<file path="src/clex_pkg.sv">
// Shared types and constants for the C source lexer.
`default_nettype none

package clex_pkg;

   // Default configuration
   localparam int CLEX_MAX_TOKEN_LENGTH = 4095;
   localparam int CLEX_OFFSET_WIDTH     = 24;

   // Fixed field widths of the result channel
   localparam int TOKEN_KIND_W   = 5;
   localparam int TOKEN_LENGTH_W = 12;
   localparam int TOKEN_START_W  = 24;

   // Most results one source byte can produce, and result queue depth
   localparam int CLEX_MAX_RESULTS = 3;
   localparam int CLEX_QUEUE_DEPTH = 4;

   typedef logic [TOKEN_KIND_W-1:0] kind_type;

   // Token kinds
   localparam kind_type KIND_UNKNOWN   = 5'd0;
   localparam kind_type KIND_LBRACE    = 5'd1;
   localparam kind_type KIND_RBRACE    = 5'd2;
   localparam kind_type KIND_LBRACKET  = 5'd3;
   localparam kind_type KIND_RBRACKET  = 5'd4;
   localparam kind_type KIND_LPAREN    = 5'd5;
   localparam kind_type KIND_RPAREN    = 5'd6;
   localparam kind_type KIND_COLON     = 5'd7;
   localparam kind_type KIND_SEMICOLON = 5'd8;
   localparam kind_type KIND_COMMA     = 5'd9;
   localparam kind_type KIND_ASTERISK  = 5'd10;
   localparam kind_type KIND_EQUALS    = 5'd11;
   localparam kind_type KIND_IDENT     = 5'd12;
   localparam kind_type KIND_STRING    = 5'd13;
   localparam kind_type KIND_CHAR      = 5'd14;
   localparam kind_type KIND_NUMBER    = 5'd15;
   localparam kind_type KIND_END       = 5'd16;

   // Lexer modes
   typedef enum logic [3:0] {
      MODE_IDLE       = 4'd0,
      MODE_SLASH      = 4'd1,
      MODE_LINE       = 4'd2,
      MODE_BLOCK      = 4'd3,
      MODE_BLOCK_STAR = 4'd4,
      MODE_PP         = 4'd5,
      MODE_IDENT      = 4'd6,
      MODE_NUM        = 4'd7,
      MODE_STR        = 4'd8,
      MODE_STR_ESC    = 4'd9,
      MODE_CHR        = 4'd10,
      MODE_CHR_ESC    = 4'd11
   } mode_type;

   // One result token
   typedef struct packed {
      kind_type                  kind;
      logic [TOKEN_LENGTH_W-1:0] length;
      logic [TOKEN_START_W-1:0]  start;
      logic                      last;
   } result_type;

   // Results of one source byte, in order, with a valid bit each
   typedef struct packed {
      logic [CLEX_MAX_RESULTS-1:0]                valid;
      result_type [CLEX_MAX_RESULTS-1:0]          slot;
   } burst_type;

endpackage

`default_nettype wire

</file>
<file path="src/clex_core.sv">
// Lexer state machine: consumes one source byte and produces its token burst.
`default_nettype none

module clex_core #(
   parameter int MAX_TOKEN_LENGTH = clex_pkg::CLEX_MAX_TOKEN_LENGTH,
   parameter int OFFSET_WIDTH     = clex_pkg::CLEX_OFFSET_WIDTH
) (
   input  wire logic                clock,
   input  wire logic                reset,
   input  wire logic                accept,
   input  wire logic [7:0]          source_byte,
   input  wire logic                end_flag,
   output clex_pkg::burst_type      burst
);
   import clex_pkg::*;

   localparam int LEN_W = $clog2(MAX_TOKEN_LENGTH + 1);

   // Character codes
   localparam logic [7:0] CH_NUL    = 8'h00;
   localparam logic [7:0] CH_TAB    = 8'h09;
   localparam logic [7:0] CH_LF     = 8'h0A;
   localparam logic [7:0] CH_FF     = 8'h0C;
   localparam logic [7:0] CH_CR     = 8'h0D;
   localparam logic [7:0] CH_SPACE  = 8'h20;
   localparam logic [7:0] CH_DQUOTE = 8'h22;
   localparam logic [7:0] CH_HASH   = 8'h23;
   localparam logic [7:0] CH_SQUOTE = 8'h27;
   localparam logic [7:0] CH_LPAREN = 8'h28;
   localparam logic [7:0] CH_RPAREN = 8'h29;
   localparam logic [7:0] CH_STAR   = 8'h2A;
   localparam logic [7:0] CH_PLUS   = 8'h2B;
   localparam logic [7:0] CH_COMMA  = 8'h2C;
   localparam logic [7:0] CH_MINUS  = 8'h2D;
   localparam logic [7:0] CH_DOT    = 8'h2E;
   localparam logic [7:0] CH_SLASH  = 8'h2F;
   localparam logic [7:0] CH_0      = 8'h30;
   localparam logic [7:0] CH_9      = 8'h39;
   localparam logic [7:0] CH_COLON  = 8'h3A;
   localparam logic [7:0] CH_SEMI   = 8'h3B;
   localparam logic [7:0] CH_EQUALS = 8'h3D;
   localparam logic [7:0] CH_UPPER_A = 8'h41;
   localparam logic [7:0] CH_UPPER_F = 8'h46;
   localparam logic [7:0] CH_UPPER_Z = 8'h5A;
   localparam logic [7:0] CH_LBRACKET = 8'h5B;
   localparam logic [7:0] CH_BSLASH = 8'h5C;
   localparam logic [7:0] CH_RBRACKET = 8'h5D;
   localparam logic [7:0] CH_UNDER  = 8'h5F;
   localparam logic [7:0] CH_LOWER_A = 8'h61;
   localparam logic [7:0] CH_LOWER_F = 8'h66;
   localparam logic [7:0] CH_LOWER_X = 8'h78;
   localparam logic [7:0] CH_LOWER_Z = 8'h7A;
   localparam logic [7:0] CH_LBRACE = 8'h7B;
   localparam logic [7:0] CH_RBRACE = 8'h7D;

   // State registers
   mode_type                mode_ff, mode_in;
   logic [LEN_W-1:0]        len_ff, len_in;
   logic [OFFSET_WIDTH-1:0] start_ff, start_in;
   logic [OFFSET_WIDTH-1:0] pos_ff, pos_in;
   logic [7:0]              prev_ff, prev_in;
   logic [7:0]              prev2_ff, prev2_in;

   // Decoded byte and step results
   logic                    is_zero, finish, is_eol, is_digit, is_word, starts_num, cont_num;
   logic                    pp_cont;
   logic [OFFSET_WIDTH-1:0] pos_inc;
   logic [LEN_W-1:0]        grow_len;
   logic                    idle_emit, idle_begin, idle_len_one;
   kind_type                idle_kind;
   mode_type                idle_mode;
   logic [OFFSET_WIDTH-1:0] idle_start;
   logic                    run_idle;
   mode_type                step_mode;
   logic [LEN_W-1:0]        step_len;
   logic [OFFSET_WIDTH-1:0] step_start;
   logic                    flush_valid;
   kind_type                flush_kind;
   logic                    close_valid;
   kind_type                close_kind;

   // Widen or trim internal values to the result fields
   function automatic logic [TOKEN_LENGTH_W-1:0] to_length(input logic [LEN_W-1:0] v);
      return TOKEN_LENGTH_W'(32'(v));
   endfunction

   function automatic logic [TOKEN_START_W-1:0] to_start(input logic [OFFSET_WIDTH-1:0] v);
      return TOKEN_START_W'(32'(v));
   endfunction

   // Classify the incoming byte
   always_comb begin
      is_zero    = (source_byte == CH_NUL);
      finish     = is_zero || end_flag;
      is_eol     = (source_byte == CH_CR) || (source_byte == CH_LF);
      is_digit   = (source_byte >= CH_0) && (source_byte <= CH_9);
      is_word    = is_digit || (source_byte == CH_UNDER) ||
                   ((source_byte >= CH_LOWER_A) && (source_byte <= CH_LOWER_Z)) ||
                   ((source_byte >= CH_UPPER_A) && (source_byte <= CH_UPPER_Z));
      starts_num = is_digit || (source_byte == CH_PLUS) || (source_byte == CH_MINUS);
      cont_num   = starts_num || (source_byte == CH_DOT) || (source_byte == CH_LOWER_X) ||
                   ((source_byte >= CH_LOWER_A) && (source_byte <= CH_LOWER_F)) ||
                   ((source_byte >= CH_UPPER_A) && (source_byte <= CH_UPPER_F));
      pp_cont    = (prev_ff == CH_BSLASH) ||
                   ((source_byte == CH_LF) && (prev_ff == CH_CR) && (prev2_ff == CH_BSLASH));
      pos_inc    = pos_ff + OFFSET_WIDTH'(1);
      grow_len   = (len_ff < LEN_W'(MAX_TOKEN_LENGTH)) ? len_ff + LEN_W'(1) : len_ff;
   end

   // Decide what a byte does between tokens
   always_comb begin
      idle_emit    = 1'b0;
      idle_kind    = KIND_UNKNOWN;
      idle_begin   = 1'b0;
      idle_mode    = MODE_IDLE;
      idle_len_one = 1'b1;
      idle_start   = pos_ff;
      case (source_byte) inside
         CH_SPACE, CH_TAB, CH_CR, CH_LF, CH_FF: begin
         end
         CH_SLASH: begin
            idle_begin = 1'b1;
            idle_mode  = MODE_SLASH;
         end
         CH_HASH: begin
            idle_mode = MODE_PP;
         end
         CH_DQUOTE: begin
            idle_begin   = 1'b1;
            idle_mode    = MODE_STR;
            idle_len_one = 1'b0;
            idle_start   = pos_inc;
         end
         CH_SQUOTE: begin
            idle_begin   = 1'b1;
            idle_mode    = MODE_CHR;
            idle_len_one = 1'b0;
            idle_start   = pos_inc;
         end
         CH_LBRACE: begin
            idle_emit = 1'b1;
            idle_kind = KIND_LBRACE;
         end
         CH_RBRACE: begin
            idle_emit = 1'b1;
            idle_kind = KIND_RBRACE;
         end
         CH_LBRACKET: begin
            idle_emit = 1'b1;
            idle_kind = KIND_LBRACKET;
         end
         CH_RBRACKET: begin
            idle_emit = 1'b1;
            idle_kind = KIND_RBRACKET;
         end
         CH_LPAREN: begin
            idle_emit = 1'b1;
            idle_kind = KIND_LPAREN;
         end
         CH_RPAREN: begin
            idle_emit = 1'b1;
            idle_kind = KIND_RPAREN;
         end
         CH_COLON: begin
            idle_emit = 1'b1;
            idle_kind = KIND_COLON;
         end
         CH_SEMI: begin
            idle_emit = 1'b1;
            idle_kind = KIND_SEMICOLON;
         end
         CH_COMMA: begin
            idle_emit = 1'b1;
            idle_kind = KIND_COMMA;
         end
         CH_STAR: begin
            idle_emit = 1'b1;
            idle_kind = KIND_ASTERISK;
         end
         CH_EQUALS: begin
            idle_emit = 1'b1;
            idle_kind = KIND_EQUALS;
         end
         default: begin
            if (starts_num) begin
               idle_begin = 1'b1;
               idle_mode  = MODE_NUM;
            end else if (is_word) begin
               idle_begin = 1'b1;
               idle_mode  = MODE_IDENT;
            end else begin
               idle_emit = 1'b1;
            end
         end
      endcase
   end

   // Next state: advance the mode for one byte, then drop everything at stream end
   always_comb begin
      step_mode  = mode_ff;
      step_len   = len_ff;
      step_start = start_ff;
      run_idle   = 1'b0;
      if (!is_zero) begin
         unique case (mode_ff)
            MODE_SLASH: begin
               if (source_byte == CH_SLASH) step_mode = MODE_LINE;
               else if (source_byte == CH_STAR) step_mode = MODE_BLOCK;
               else run_idle = 1'b1;
            end
            MODE_LINE: begin
               if (is_eol) step_mode = MODE_IDLE;
            end
            MODE_BLOCK: begin
               if (source_byte == CH_STAR) step_mode = MODE_BLOCK_STAR;
            end
            MODE_BLOCK_STAR: begin
               if (source_byte == CH_SLASH) step_mode = MODE_IDLE;
               else if (source_byte != CH_STAR) step_mode = MODE_BLOCK;
            end
            MODE_PP: begin
               if (is_eol && !pp_cont) step_mode = MODE_IDLE;
            end
            MODE_IDENT: begin
               if (is_word) step_len = grow_len;
               else run_idle = 1'b1;
            end
            MODE_NUM: begin
               if (cont_num) step_len = grow_len;
               else run_idle = 1'b1;
            end
            MODE_STR: begin
               if (source_byte == CH_DQUOTE) begin
                  step_mode = MODE_IDLE;
               end else begin
                  step_len = grow_len;
                  if (source_byte == CH_BSLASH) step_mode = MODE_STR_ESC;
               end
            end
            MODE_STR_ESC: begin
               step_len  = grow_len;
               step_mode = MODE_STR;
            end
            MODE_CHR: begin
               if (source_byte == CH_SQUOTE) begin
                  step_mode = MODE_IDLE;
               end else begin
                  step_len = grow_len;
                  if (source_byte == CH_BSLASH) step_mode = MODE_CHR_ESC;
               end
            end
            MODE_CHR_ESC: begin
               step_len  = grow_len;
               step_mode = MODE_CHR;
            end
            default: begin
               run_idle = 1'b1;
            end
         endcase
         if (run_idle) begin
            step_mode = idle_mode;
            if (idle_begin) begin
               step_len   = idle_len_one ? LEN_W'(1) : '0;
               step_start = idle_start;
            end
         end
      end

      if (finish) begin
         mode_in  = MODE_IDLE;
         len_in   = '0;
         start_in = '0;
         pos_in   = '0;
         prev_in  = CH_NUL;
         prev2_in = CH_NUL;
      end else begin
         mode_in  = step_mode;
         len_in   = step_len;
         start_in = step_start;
         pos_in   = pos_inc;
         prev_in  = source_byte;
         prev2_in = prev_ff;
      end
   end

   // Outputs: close the pending token, emit the new one, then the end token
   always_comb begin
      close_valid = 1'b0;
      close_kind  = KIND_UNKNOWN;
      if (!is_zero) begin
         case (mode_ff)
            MODE_SLASH: begin
               close_valid = run_idle;
               close_kind  = KIND_UNKNOWN;
            end
            MODE_IDENT: begin
               close_valid = run_idle;
               close_kind  = KIND_IDENT;
            end
            MODE_NUM: begin
               close_valid = run_idle;
               close_kind  = KIND_NUMBER;
            end
            MODE_STR: begin
               close_valid = (source_byte == CH_DQUOTE);
               close_kind  = KIND_STRING;
            end
            MODE_CHR: begin
               close_valid = (source_byte == CH_SQUOTE);
               close_kind  = KIND_CHAR;
            end
            default: begin
            end
         endcase
      end

      flush_valid = 1'b0;
      flush_kind  = KIND_UNKNOWN;
      case (step_mode)
         MODE_SLASH: begin
            flush_valid = 1'b1;
            flush_kind  = KIND_UNKNOWN;
         end
         MODE_IDENT: begin
            flush_valid = 1'b1;
            flush_kind  = KIND_IDENT;
         end
         MODE_NUM: begin
            flush_valid = 1'b1;
            flush_kind  = KIND_NUMBER;
         end
         MODE_STR, MODE_STR_ESC: begin
            flush_valid = 1'b1;
            flush_kind  = KIND_STRING;
         end
         MODE_CHR, MODE_CHR_ESC: begin
            flush_valid = 1'b1;
            flush_kind  = KIND_CHAR;
         end
         default: begin
         end
      endcase

      // First slot: the token this byte terminates
      burst.valid[0]       = close_valid;
      burst.slot[0].kind   = close_kind;
      burst.slot[0].length = to_length(len_ff);
      burst.slot[0].start  = to_start(start_ff);

      // Second slot: a one-byte token, or the token cut off by stream end
      if (!is_zero && run_idle && idle_emit) begin
         burst.valid[1]       = 1'b1;
         burst.slot[1].kind   = idle_kind;
         burst.slot[1].length = TOKEN_LENGTH_W'(1);
         burst.slot[1].start  = to_start(pos_ff);
      end else begin
         burst.valid[1]       = finish && flush_valid;
         burst.slot[1].kind   = flush_kind;
         burst.slot[1].length = to_length(step_len);
         burst.slot[1].start  = to_start(step_start);
      end

      // Third slot: end of stream
      burst.valid[2]       = finish;
      burst.slot[2].kind   = KIND_END;
      burst.slot[2].length = '0;
      burst.slot[2].start  = to_start(is_zero ? pos_ff : pos_inc);

      // Mark the final token of the burst
      burst.slot[0].last = close_valid && !burst.valid[1] && !burst.valid[2];
      burst.slot[1].last = burst.valid[1] && !burst.valid[2];
      burst.slot[2].last = burst.valid[2];
   end

   // Hold state; advance on each accepted request
   always_ff @(posedge clock) begin
      if (reset) begin
         mode_ff  <= MODE_IDLE;
         len_ff   <= '0;
         start_ff <= '0;
         pos_ff   <= '0;
         prev_ff  <= CH_NUL;
         prev2_ff <= CH_NUL;
      end else if (accept) begin
         mode_ff  <= mode_in;
         len_ff   <= len_in;
         start_ff <= start_in;
         pos_ff   <= pos_in;
         prev_ff  <= prev_in;
         prev2_ff <= prev2_in;
      end
   end

endmodule

`default_nettype wire

</file>
<file path="src/clex_queue.sv">
// Result queue: takes a burst of up to three tokens, hands them out one per cycle while pop is high.
`default_nettype none

module clex_queue (
   input  wire logic                 clock,
   input  wire logic                 reset,
   input  wire logic                 push,
   input  wire clex_pkg::burst_type  burst,
   input  wire logic                 pop,
   output logic                      room,
   output logic                      out_valid,
   output clex_pkg::result_type      out_result
);
   import clex_pkg::*;

   localparam int PTR_W = $clog2(CLEX_QUEUE_DEPTH);
   localparam int CNT_W = $clog2(CLEX_QUEUE_DEPTH + 1);
   localparam int ROOM_LIMIT = CLEX_QUEUE_DEPTH - CLEX_MAX_RESULTS;

   result_type         entry_ff [CLEX_QUEUE_DEPTH];
   logic [PTR_W-1:0]   rd_ptr_ff, rd_ptr_in;
   logic [PTR_W-1:0]   wr_ptr_ff, wr_ptr_in;
   logic [CNT_W-1:0]   count_ff, count_in;
   logic [PTR_W-1:0]   wr_pos1, wr_pos2;
   logic [CNT_W-1:0]   push_count;

   // Place valid slots back to back behind the write pointer
   always_comb begin
      wr_pos1    = wr_ptr_ff + PTR_W'(burst.valid[0]);
      wr_pos2    = wr_pos1 + PTR_W'(burst.valid[1]);
      push_count = push ? CNT_W'(burst.valid[0]) + CNT_W'(burst.valid[1]) +
                          CNT_W'(burst.valid[2]) : '0;
      wr_ptr_in  = wr_ptr_ff + PTR_W'(push_count);
      rd_ptr_in  = pop ? rd_ptr_ff + PTR_W'(1) : rd_ptr_ff;
      count_in   = count_ff + push_count - CNT_W'(pop);
   end

   // Take a request only when a full burst still fits after this cycle's pop
   assign room = (count_ff <= CNT_W'(ROOM_LIMIT)) ||
                 (pop && (count_ff == CNT_W'(ROOM_LIMIT + 1)));

   assign out_valid  = (count_ff != '0);
   assign out_result = entry_ff[rd_ptr_ff];

   // Store burst entries
   always_ff @(posedge clock) begin
      if (push) begin
         if (burst.valid[0]) entry_ff[wr_ptr_ff] <= burst.slot[0];
         if (burst.valid[1]) entry_ff[wr_pos1]   <= burst.slot[1];
         if (burst.valid[2]) entry_ff[wr_pos2]   <= burst.slot[2];
      end
   end

   // Advance pointers and count
   always_ff @(posedge clock) begin
      if (reset) begin
         rd_ptr_ff <= '0;
         wr_ptr_ff <= '0;
         count_ff  <= '0;
      end else begin
         rd_ptr_ff <= rd_ptr_in;
         wr_ptr_ff <= wr_ptr_in;
         count_ff  <= count_in;
      end
   end

endmodule

`default_nettype wire

</file>
<file path="src/c_source_lexer.sv">
// Top level of the streaming C source lexer.
//
//   channel  direction  handshake            payload
//   req_     in         req_valid/req_stall  req_source_byte, req_end_flag
//   rsp_     out        rsp_valid/rsp_stall  rsp_token_kind, rsp_token_length,
//                                            rsp_token_start, rsp_run_last
//
// One source byte is taken per cycle; the lexer state updates in the same cycle
// and the byte's tokens (zero to three) enter a four-entry result queue.
// Tokens leave the queue one per cycle while rsp_stall is low, so the sustained
// rate is one byte per cycle while bytes average at most one token each; a byte
// that yields more holds the next request until enough queue entries free up.
// req_stall is high while fewer than three entries are free after this cycle.
// Reset is synchronous and clears the lexer state and the queue.
`default_nettype none

module c_source_lexer #(
   parameter int MAX_TOKEN_LENGTH = clex_pkg::CLEX_MAX_TOKEN_LENGTH,
   parameter int OFFSET_WIDTH     = clex_pkg::CLEX_OFFSET_WIDTH
) (
   input  wire logic                                  clock,
   input  wire logic                                  reset,
   input  wire logic                                  req_valid,
   output logic                                       req_stall,
   input  wire logic [7:0]                            req_source_byte,
   input  wire logic                                  req_end_flag,
   output logic                                       rsp_valid,
   input  wire logic                                  rsp_stall,
   output logic [clex_pkg::TOKEN_KIND_W-1:0]          rsp_token_kind,
   output logic [clex_pkg::TOKEN_LENGTH_W-1:0]        rsp_token_length,
   output logic [clex_pkg::TOKEN_START_W-1:0]         rsp_token_start,
   output logic                                       rsp_run_last
);
   import clex_pkg::*;

   burst_type  burst;
   result_type head;
   logic       room, req_accept, rsp_accept;

   assign req_accept = req_valid && !req_stall;
   assign rsp_accept = rsp_valid && !rsp_stall;
   assign req_stall  = !room;

   // Lexer state and token decode
   clex_core #(
      .MAX_TOKEN_LENGTH (MAX_TOKEN_LENGTH),
      .OFFSET_WIDTH     (OFFSET_WIDTH)
   ) u_core (
      .clock       (clock),
      .reset       (reset),
      .accept      (req_accept),
      .source_byte (req_source_byte),
      .end_flag    (req_end_flag),
      .burst       (burst)
   );

   // Result queue
   clex_queue u_queue (
      .clock      (clock),
      .reset      (reset),
      .push       (req_accept),
      .burst      (burst),
      .pop        (rsp_accept),
      .room       (room),
      .out_valid  (rsp_valid),
      .out_result (head)
   );

   assign rsp_token_kind   = head.kind;
   assign rsp_token_length = head.length;
   assign rsp_token_start  = head.start;
   assign rsp_run_last     = head.last;

   // A stream end always leaves at least the end token queued
   assert property (@(posedge clock) disable iff (reset)
      req_accept && (req_end_flag || (req_source_byte == 8'h00)) |=> rsp_valid)
      else $error("end of stream produced no result");

   // An empty queue always has room for a request
   assert property (@(posedge clock) disable iff (reset)
      req_stall |-> rsp_valid)
      else $error("request stalled with an empty result queue");

   // Reset empties the queue
   assert property (@(posedge clock)
      reset |=> !rsp_valid)
      else $error("result pending right after reset");

endmodule

`default_nettype wire
</file>
<file path="config.mk">
export PLATFORM = sky130hd
export DESIGN_NAME = c_source_lexer
export DESIGN_NICKNAME = d
export VERILOG_FILES = /design/src/clex_pkg.sv /design/src/clex_core.sv /design/src/clex_queue.sv /design/src/c_source_lexer.sv
export SDC_FILE = /design/constraint.sdc
export NUM_CORES = 1
export LEC_CHECK = 0
export ABC_CLOCK_PERIOD_IN_PS = 11850
export BUFFER_PORTS_ARGS = -buffer_cell sky130_fd_sc_hd__buf_2
export CORE_MARGIN = 5
export CORE_UTILIZATION = 45
export CTS_CLUSTER_DIAMETER = 60
export DETAILED_ROUTE_END_ITERATION = 16
export PLACE_DENSITY_LB_ADDON = 0.15
export SLEW_MARGIN = 30
export SYNTH_ARGS = -nofsm -noshare
export SYNTH_HDL_FRONTEND = slang
export SYNTH_HIERARCHICAL = 1
export SYNTH_SLANG_ARGS = --single-unit
</file>
<file path="constraint.sdc">
create_clock -name clock -period 11.85 [get_ports clock]
set_input_delay 1.7775 -clock clock [delete_from_list [all_inputs] [get_ports clock]]
set_output_delay 1.7775 -clock clock [all_outputs]
set_load 0.005 [all_outputs]
</file>
Yosys cells after proc, flatten, opt, wreduce, memory -nomap -nowiden
Memories as Yosys holds them, arrays and structs flattened. A register that Yosys moved wholly into a read port is not among the register bits.
Index checks and enable logic that the tools add are counted.
{ "word_totals": {"ff_bits": 87, "ram_bits": 168, "inputBits": 13, "mem_count": 1} }
{ "op_classes": {"n_addsub": 10, "order_cmp": 10, "eq_ne": 49, "n_mux": 140, "n_reduce_logical": 45} }
{ "memory_table": {"columns": ["name", "depth", "width", "read_ports", "rd_ports_with_merged_regs", "wr", "line", "rtl"], "rows": [
  ["u_queue.entry_ff", 4, 42, 1, 1, 3, "clex_queue.sv:20", "result_type entry_ff [CLEX_QUEUE_DEPTH];"]
]} }
{ "op_table": {"columns": ["operator", "n"], "rows": [
  ["24-bit two-way mux", 11],
  ["4-bit two-way mux", 37],
  ["8-bit by 6-bit equality test with 1-bit output, second input constant", 15],
  ["12-bit two-way mux", 9],
  ["8-bit by 7-bit equality test with 1-bit output, second input constant", 9],
  ["12-bit case mux with 5 select lines", 1],
  ["1-bit two-way mux", 59],
  ["5-bit two-way mux", 11],
  ["41-bit two-way mux", 1],
  ["8-bit by 4-bit equality test with 1-bit output, second input constant", 5],
  ["4-bit case mux with 9 select lines", 1],
  ["4-bit equality test, second input constant", 8],
  ["8-bit by 7-bit less-or-equal comparator with 1-bit output, second input constant", 4],
  ["4-bit case mux with 4 select lines", 2],
  ["24-bit by 1-bit adder with 24-bit output, second input constant", 1],
  ["4-bit by 3-bit equality test with 1-bit output, second input constant", 6],
  ["1-bit logical AND", 17],
  ["8-bit by 7-bit greater-or-equal comparator with 1-bit output, second input constant", 2],
  ["8-bit two-way mux", 2],
  ["1-bit logical OR", 13],
  ["12-bit by 1-bit adder with 12-bit output, second input constant", 1],
  ["12-bit < comparator, second input constant", 1],
  ["4-bit by 1-bit equality test with 1-bit output, second input constant", 2],
  ["4-bit by 2-bit equality test with 1-bit output, second input constant", 2],
  ["other kinds (24)", 34]
]} }

Depth between registers and ports, before layout
Gate-level depths: netlist of run 1.
{ "depth": {"ltp_word": 35, "ltp_mapped": 19, "ltp_nobuf": 17} }

By module
The synthesis of run 1 kept the hierarchy.
{ "by_module_without_submodules": {"columns": ["module", "instances", "cells_each", "area_per_inst_um2", "seq_area_each_um2"], "rows": [
  ["clex_queue", 1, 1088, 10829.1, 5225.0],
  ["clex_core", 1, 956, 6540.0, 1601.5],
  ["c_source_lexer", 1, 3, 23.8, 0.0]
]} }

Least setup slack after synthesis of run 1
OpenSTA, ideal clock, no wires.
{ "synth_timing": {"path_type": "input-to-reg", "start": "input port req_source_byte[1]", "end": "memory u_queue/entry_ff[1][0] in the netlist's numbering, enable pin", "arrival_ns": 8.488, "required_time_ns": 11.263, "path_slack_ns": 2.775, "stages": 12, "path_buffers": 2, "cell_sequence": "buf_2 and4b_1 o2111ai_2 nand3_2 or4_4 and3_4 nor2_1 a31oi_1 o2bb2ai_1 buf_4 nand2_1 o311ai_0"} }
{ "synth_rtl": {"columns": ["item", "line", "rtl"], "rows": [
  ["start: declaration", "c_source_lexer.sv:25", "input wire logic [7:0] req_source_byte,"],
  ["end: declaration", "clex_queue.sv:20", null]
]} }

==> results of run 1 <==
-- metrics by stage --
step,hold WS (ns),power (mW)
after global placement,0.4461,2.303
after floorplan,0.4358,1.970
after detailed placement,0.4518,2.318
after global routing,0.4805,3.458
final,0.4559,3.316
after CTS,0.4594,3.303
-- cells in the mapped netlist, drive strengths merged, types with 34 or more instances --
| master | count |
|---|---|
| a21oi | 77 |
| edfxtp | 168 |
| nor3 | 200 |
| dfxtp | 89 |
| o21ai | 230 |
| nand2 | 152 |
| mux4 | 42 |
| buf | 112 |
| clkbuf | 138 |
| xnor2 | 34 |
| nand3 | 210 |
| a31oi | 178 |
| nor2 | 139 |
-- layer usage --
layer  share of wire, %  vias up
li1                   -     7432
met1                 44     7983
met2                 44      928
met3                 10       86
met4                1.8        0
met5                  0        -
-- sequential cells by signal, indices dropped and copies added (netlist names), named ones only --
signal,count
u_queue/count_ff,3
u_queue/wr_ptr_ff,2
u_core/len_ff,12
u_core/prev_ff,8
u_core/pos_ff,24
u_core/prev2_ff,8
u_core/mode_ff,4
u_queue/entry_ff,168
u_queue/rd_ptr_ff,2
u_core/start_ff,24
-- final timing paths --
path / from / to / slack [ns] / depth (start not counted)
setup / recovery: req_source_byte[4] / u_queue/entry_ff[0][13] / 4.29 / 14
setup reg to reg: u_core/mode_ff[3] / u_queue/entry_ff[0][13] / 5.45 / 15
hold reg to reg: u_core/prev2_ff[5] / u_core/prev2_ff[5] / 0.46 / 2
hold / removal: u_core/prev2_ff[5] / u_core/prev2_ff[5] / 0.46 / 2
-- cell families after synthesis --
group | after synthesis
multiplexers | 61
other | 2
XOR/XNOR | 59
AND/OR/NAND/NOR | 813
flip-flops | 257
AO/OA/AOI/OAI | 575
adder cells (fa/ha/maj) | 10
buffers and inverters | 270
-- power groups by stage --
stage | Sequential (mW) | Combinational [mW] | Clock, mW
CTS | 1.22 | 1.08 | 1.00
global route | 1.21 | 1.21 | 1.04
global placement | 1.23 | 1.07 | 0
detailed placement | 1.24 | 1.08 | 0
finish | 1.19 | 1.14 | 0.984
floorplan | 1.19 | 0.784 | 0
-- final cells by class --
type                    instances  area [um2]
repair buffers                 92       623.1
inverters                      20       75.07
flip-flops and latches        257        6832
well taps                     518       648.1
clock inverters                22       227.7
multi-input cells            1537        9470
fillers                      3687       19770
clock buffers                  36       824.5
-- worst max-delay path: cells and delay by family --
family	cells	cell delay, ns
and+or+nand+nor	5	1.67
AOI/OAI and AO/OA	4	1.64
adders and majority gates	1	0.31
buffers and inverters	3	1.46
xor gates and xnor gates	1	0.88
==> key figures, run 1 <==
Pwr
  • Power share of the clock group: 29.7%
  • Power Dens Cells: roughly 180 nW/um2
  • Psw: 1.242 mW
  • Net Sw Frac: 37.47%
  • Flop pwr share: between 30% and 40%
  • Combinational share of power: 34.3%
  • P_leak: about 5.8 nW
  • Internal: about 2.1 mW
  • Peak VDD IR: ~170 uV

Route
  • Via count: 16430
  • Antenna Nets Post-Route: 0
  • DRC viols: 0
  • WL final: slightly below 60 mm
  • DR WL/cell: 23.49 um
  • Via-to-Cell Ratio: 6.619
  • DRT iter0 DRCs: about 2000
  • DRT Pass-1 Iters: 5

Final layout
  • Fin cells: around 2500
  • Post-layout util: approximately 49%
  • Share of post-route cells with drive strength above 1: 11.56%
  • Commonest non-fill, non-tap cells in the layout: o21ai_0 (217), nand3_1 (206), nor3_1 (200), a31oi_1 (178), edfxtp_1 (168)
  • Post-layout instance area: 18700 um2
  • Nets@finish: roughly 2000
  • Area growth syn-to-layout: 7.517%
  • Ant. Diodes: 0
  • Leading cell type in the layout, fill and taps excluded: o21ai_0

CTS
  • # resized after CTS: 0
  • Clock Latency Late Sink: roughly 0.6 ns
  • Root Driver: clkbuf_16
  • CTS tree: yes
  • Num CTS Buffers: 31
  • Max Buffers Root-to-Sink: 3
  • Clock Sinks: 257
  • Clk slew on worst S/H paths: 0.06 ns
  • Setup Fix Bufs, Post-CTS: 0
  • H-tree depth: 1
  • CTS Hold Bufs: 0

Global route
  • Vias in the first global route: between 10000 and 15000
  • Initial antenna violation count: 0
  • GRT Total Usage: 26.38%
  • Global route overflow: 0
  • GRT busiest layer: met1
  • First-pass GRT wire length: 89.10 mm
  • Met3 Use GR: 3.578%
  • Largest net degree at the start of global routing: around 130
  • Met1 usage: 40.34%
  • M2 GR Usage: 39.96%

Floorplanning
  • I/O pin count: 57
  • Row Count: 72
  • Initial core utilization: 45.22%
  • DIE AREA: 42680 um2
  • CORE AREA: between 30000 and 40000 um2
  • Die height: 206.6 um
  • Die Wd: 206.6 um

Logic synthesis
  • Simple-gate share of the synthesized area: roughly 23%
  • Synth Register Bits: 257
  • Synth async-reset ratio: 0%
  • Post-synthesis compound-gate area fraction: 19.68%
  • EDFF count, synth: 168
  • Post-synthesis mux area share: 6.546%
  • Ys Warns: 6
  • Cell taking the most area after synthesis: edfxtp_1
  • Avg Cell Area, Syn: 8.497 um2
  • Main combinational cell family by area after synthesis: simple AND/OR/NAND/NOR gates
  • Synth top area share: between 20 and 30%
  • Post-Synth Adder-Cell Area: 0.8057%
  • Post-synthesis xor/xnor area fraction: 3.288%
  • Mapped cell area: roughly 17000 um2
  • Top cells by area, synth: edfxtp_1 (29%), dfxtp_1 (10%), a31oi_1 (6.4%)
  • Ys flop type: edfxtp_1
  • Seq/Total Area, Yosys: 39.25%
  • Gate count of the mapped netlist: 2047
  • Post-synthesis cell type count: 96

Timing
  • Fin crit share: around 64%
  • Final WS setup: 4.294 ns
  • Final setup viols: 0
  • Fmax: 132.3 MHz
  • Least-Margin Pin Slew: 0.9905 ns
  • Max-slew violation count: 0
  • RSZ-0062 raised after global routing: false
  • Final Critical Period: approximately 7.6 ns
  • Normalized max-slew margin: 33.27%
  • Total Neg Setup Slack: 0 ns
  • Layout Skew: between 0.01 and 0.015 ns
  • Final hold vios: 0

Worst setup path
  • Critical Path Max Stage Delay: roughly 0.9 ns
  • CP max stage cell: xnor3_2
  • CP Capture Type: register
  • Crit Path Category: input port to register
  • WP data required: around 12 ns
  • Critical Path, Cell by Cell: buf_2, or4b_1, nor2_1, nand3_1, a32o_1, a21oi_1, nor2_1, o311ai_1, ha_1, xnor3_2, buf_4, nand2b_2, o311ai_2, buf_4
  • CP arrival: 7.77 ns
  • Crit-path max FO: 48
  • Worst Setup Start Kind: input port

Place
  • Final GP Congestion: 0.8643
  • DP Area: between 15000 and 20000 um2
  • Dpl ws: 3.816 ns
  • Hpwl dp: 35.18 mm
  • Dpl cells: 2421
  • Buffers added on ports: 56

Hold path
  • HP Class: register to register

Run status
  • Status: finished clean

Run
  • Maxcap violations: 0
Note: power is estimated with default switching activity, not from simulation.
==> run 2: changes to the inputs <==
--- a/config.mk
+++ b/config.mk
@@ -5,7 +5,7 @@
 export SDC_FILE = /design/constraint.sdc
 export NUM_CORES = 1
 export LEC_CHECK = 0
-export ABC_CLOCK_PERIOD_IN_PS = 11850
+export ABC_CLOCK_PERIOD_IN_PS = 6100
 export BUFFER_PORTS_ARGS = -buffer_cell sky130_fd_sc_hd__buf_2
 export CORE_MARGIN = 5
 export CORE_UTILIZATION = 45
==> constraint.sdc (replaced) <==
create_clock -name clock -period 6.1 [get_ports clock]
set_input_delay 0.915 -clock clock [delete_from_list [all_inputs] [get_ports clock]]
set_output_delay 0.915 -clock clock [all_outputs]
set_load 0.005 [all_outputs]
==> run 2 against run 1 <==
- routed wire length decreased by 4.0%
- power increased by 96%
- setup slack got worse by 3.1 ns
- register-to-register slack got worse by 4.3 ns
- first-iteration DRC count increased by 6.6%
- sequential share of layout area decreased by 0.40 points
- via count decreased by 0.52%
- global-route usage decreased by 0.93 points
- worst hold slack improved by 0.00098 ns
- critical endpoint is now u_queue/entry_ff[2][14]
- highest routed layer unchanged
==> key figures, run 2 (same netlist as run 1, synthesis figures left out) <==
Route
  • DRT iter0 DRCs: 2105
  • DR WL/cell: 22.39 um
  • Via count: about 16000
  • DRT Pass-1 Iters: 6
  • WL final: 55.94 mm
  • DRC viols: 0
  • Via-to-Cell Ratio: 6.540
  • Antenna Nets Post-Route: 0

Worst setup path
  • CP Capture Type: register
  • Worst Setup Start Kind: input port
  • WP data required: 6.36 ns
  • Most used cell, CP: buf_4
  • CP max stage cell: o32ai_1
  • Critical Path Max Stage Delay: 0.58 ns
  • Critical Path, Cell by Cell: buf_2, and3b_1, nand4_1, nand3_2, o32ai_1, nand2_1, a32o_1, a21oi_1, nand4b_1, o311ai_1, buf_4, ha_1, xnor3_2, or2_1, buf_4, a31oi_1
  • R2R Setup Slk: 1.20 ns
  • Crit Path Category: input port to register
  • CP arrival: roughly 5.2 ns
  • Crit-path max FO: 42

Global route
  • Global route overflow: 0
  • First-pass GRT wire length: 87.35 mm
  • Initial antenna violation count: 0
  • GRT Total Usage: 25.46%
  • Vias in the first global route: 15330
  • Largest net degree at the start of global routing: 141

Final layout
  • Regs by FF count: u_queue/entry_ff: 168 flops, u_core/pos_ff: 24 flops, u_core/start_ff: 24 flops
  • Area occupied by multi-input gates: 9487 um2
  • Leading cell type in the layout, fill and taps excluded: o21ai_0
  • Max reg flops: 168
  • Share of post-route cells with drive strength above 1: 12.32%
  • Most flops, register: u_queue/entry_ff
  • Nets@finish: 1981
  • Ant. Diodes: 0
  • Area growth syn-to-layout: 8.705%
  • Number of fill cells in the layout: 3717
  • Post-layout util: 49.15%
  • Register Area: 6832 um2
  • Commonest non-fill, non-tap cells in the layout: o21ai_0 (217), nand3_1 (206), nor3_1 (200), a31oi_1 (178), edfxtp_1 (168)

Floorplanning
  • CORE AREA: 38470 um2
  • Die height: 206.6 um
  • DIE AREA: 42680 um2
  • Row Count: 72
  • Initial core utilization: 45.22%
  • Die Wd: 206.6 um
  • I/O pin count: 57

Timing
  • Final hold vios: 0
  • Least-Margin Pin Slew: 0.9537 ns
  • Normalized max-slew margin: 36.42%
  • Final Critical Period: just under 5 ns
  • Final hold slack: 0.4569 ns
  • Fmax: 201.9 MHz
  • Fin crit share: 81.21%
  • RSZ-0062 raised after global routing: false
  • Total Neg Setup Slack: 0 ns
  • Layout Skew: 0.01087 ns
  • Final setup viols: 0
  • Final WS setup: 1.146 ns
  • Max-slew violation count: 0

Run status
  • Status: finished clean

CTS
  • CTS Hold Bufs: 0
  • Num CTS Buffers: 31
  • Setup Fix Bufs, Post-CTS: 0
  • CTS tree: yes
  • Root Driver: clkbuf_16
  • Max Buffers Root-to-Sink: 3
  • # resized after CTS: 0
  • H-tree depth: 1
  • Clock Latency Late Sink: 0.57 ns
  • Clock Sinks: 257
  • Clk slew on worst S/H paths: 0.06 ns

Hold path
  • HP Class: register to register

Place
  • Final GP Congestion: 0.8637
  • Buffers added on ports: 56
  • Dpl ws: ~0.71 ns
  • Hpwl dp: 33.27 mm

Pwr
  • Peak VDD IR: 306.2 uV
  • Power Dens Cells: about 340 nW/um2
  • P_leak: 5.862 nW

Run
  • Maxcap violations: 0
run 2: through the flow:
stage	instance area, um2	total power, mW	instances
2_1_floorplan	17470	3.813	2064
3_3_place_gp	17840	4.573	2441
3_5_place_dp	17840	4.619	2441
5_1_grt	18910	6.778	2499
6_report	18910	6.512	2499
4_1_cts	18870	6.494	2497
run 2: final timing paths:
path / from / endpoint / cells after the start
worst max-delay path: req_source_byte[1] / u_queue/entry_ff[2][14] / 16
worst min register to register: u_core/prev2_ff[2] / u_core/prev2_ff[2] / 2
worst min-delay path: u_core/prev2_ff[2] / u_core/prev2_ff[2] / 2
worst max register to register: u_core/mode_ff[1] / u_queue/entry_ff[2][14] / 13
run 2: area by class of cell:
type	count	area share, %
clock buffer	32	4.123
timing repair buffer	111	4.454
tap	518	3.428
clock inverter	24	1.290
inverter	20	0.3971
multi-input combinational	1537	50.18
sequential	257	36.13
run 2: per-layer routing:
layer,up-vias,routed length (um),GRT usage [%]
met2,819,26060,42.14
met4,0,1411,7.367
met1,7931,23640,34.83
met3,113,4834,3.906
li1,7481,-,-
met5,-,0,0
run 2: critical path, delay by kind of cell:
| kind | cells | cell delay [ns] |
|---|---|---|
| fa+ha+maj | 1 | 0.21 |
| buf+inv | 3 | 1.15 |
| compound gates | 5 | 1.50 |
| xor+xnor | 1 | 0.48 |
| simple gates | 6 | 0.93 |
run 2: report_power, final:
group          switching (mW)  internal [mW]
combinational            1.57          0.757
sequential              0.120           2.19
clock                   0.750           1.13
total                    2.44           4.07
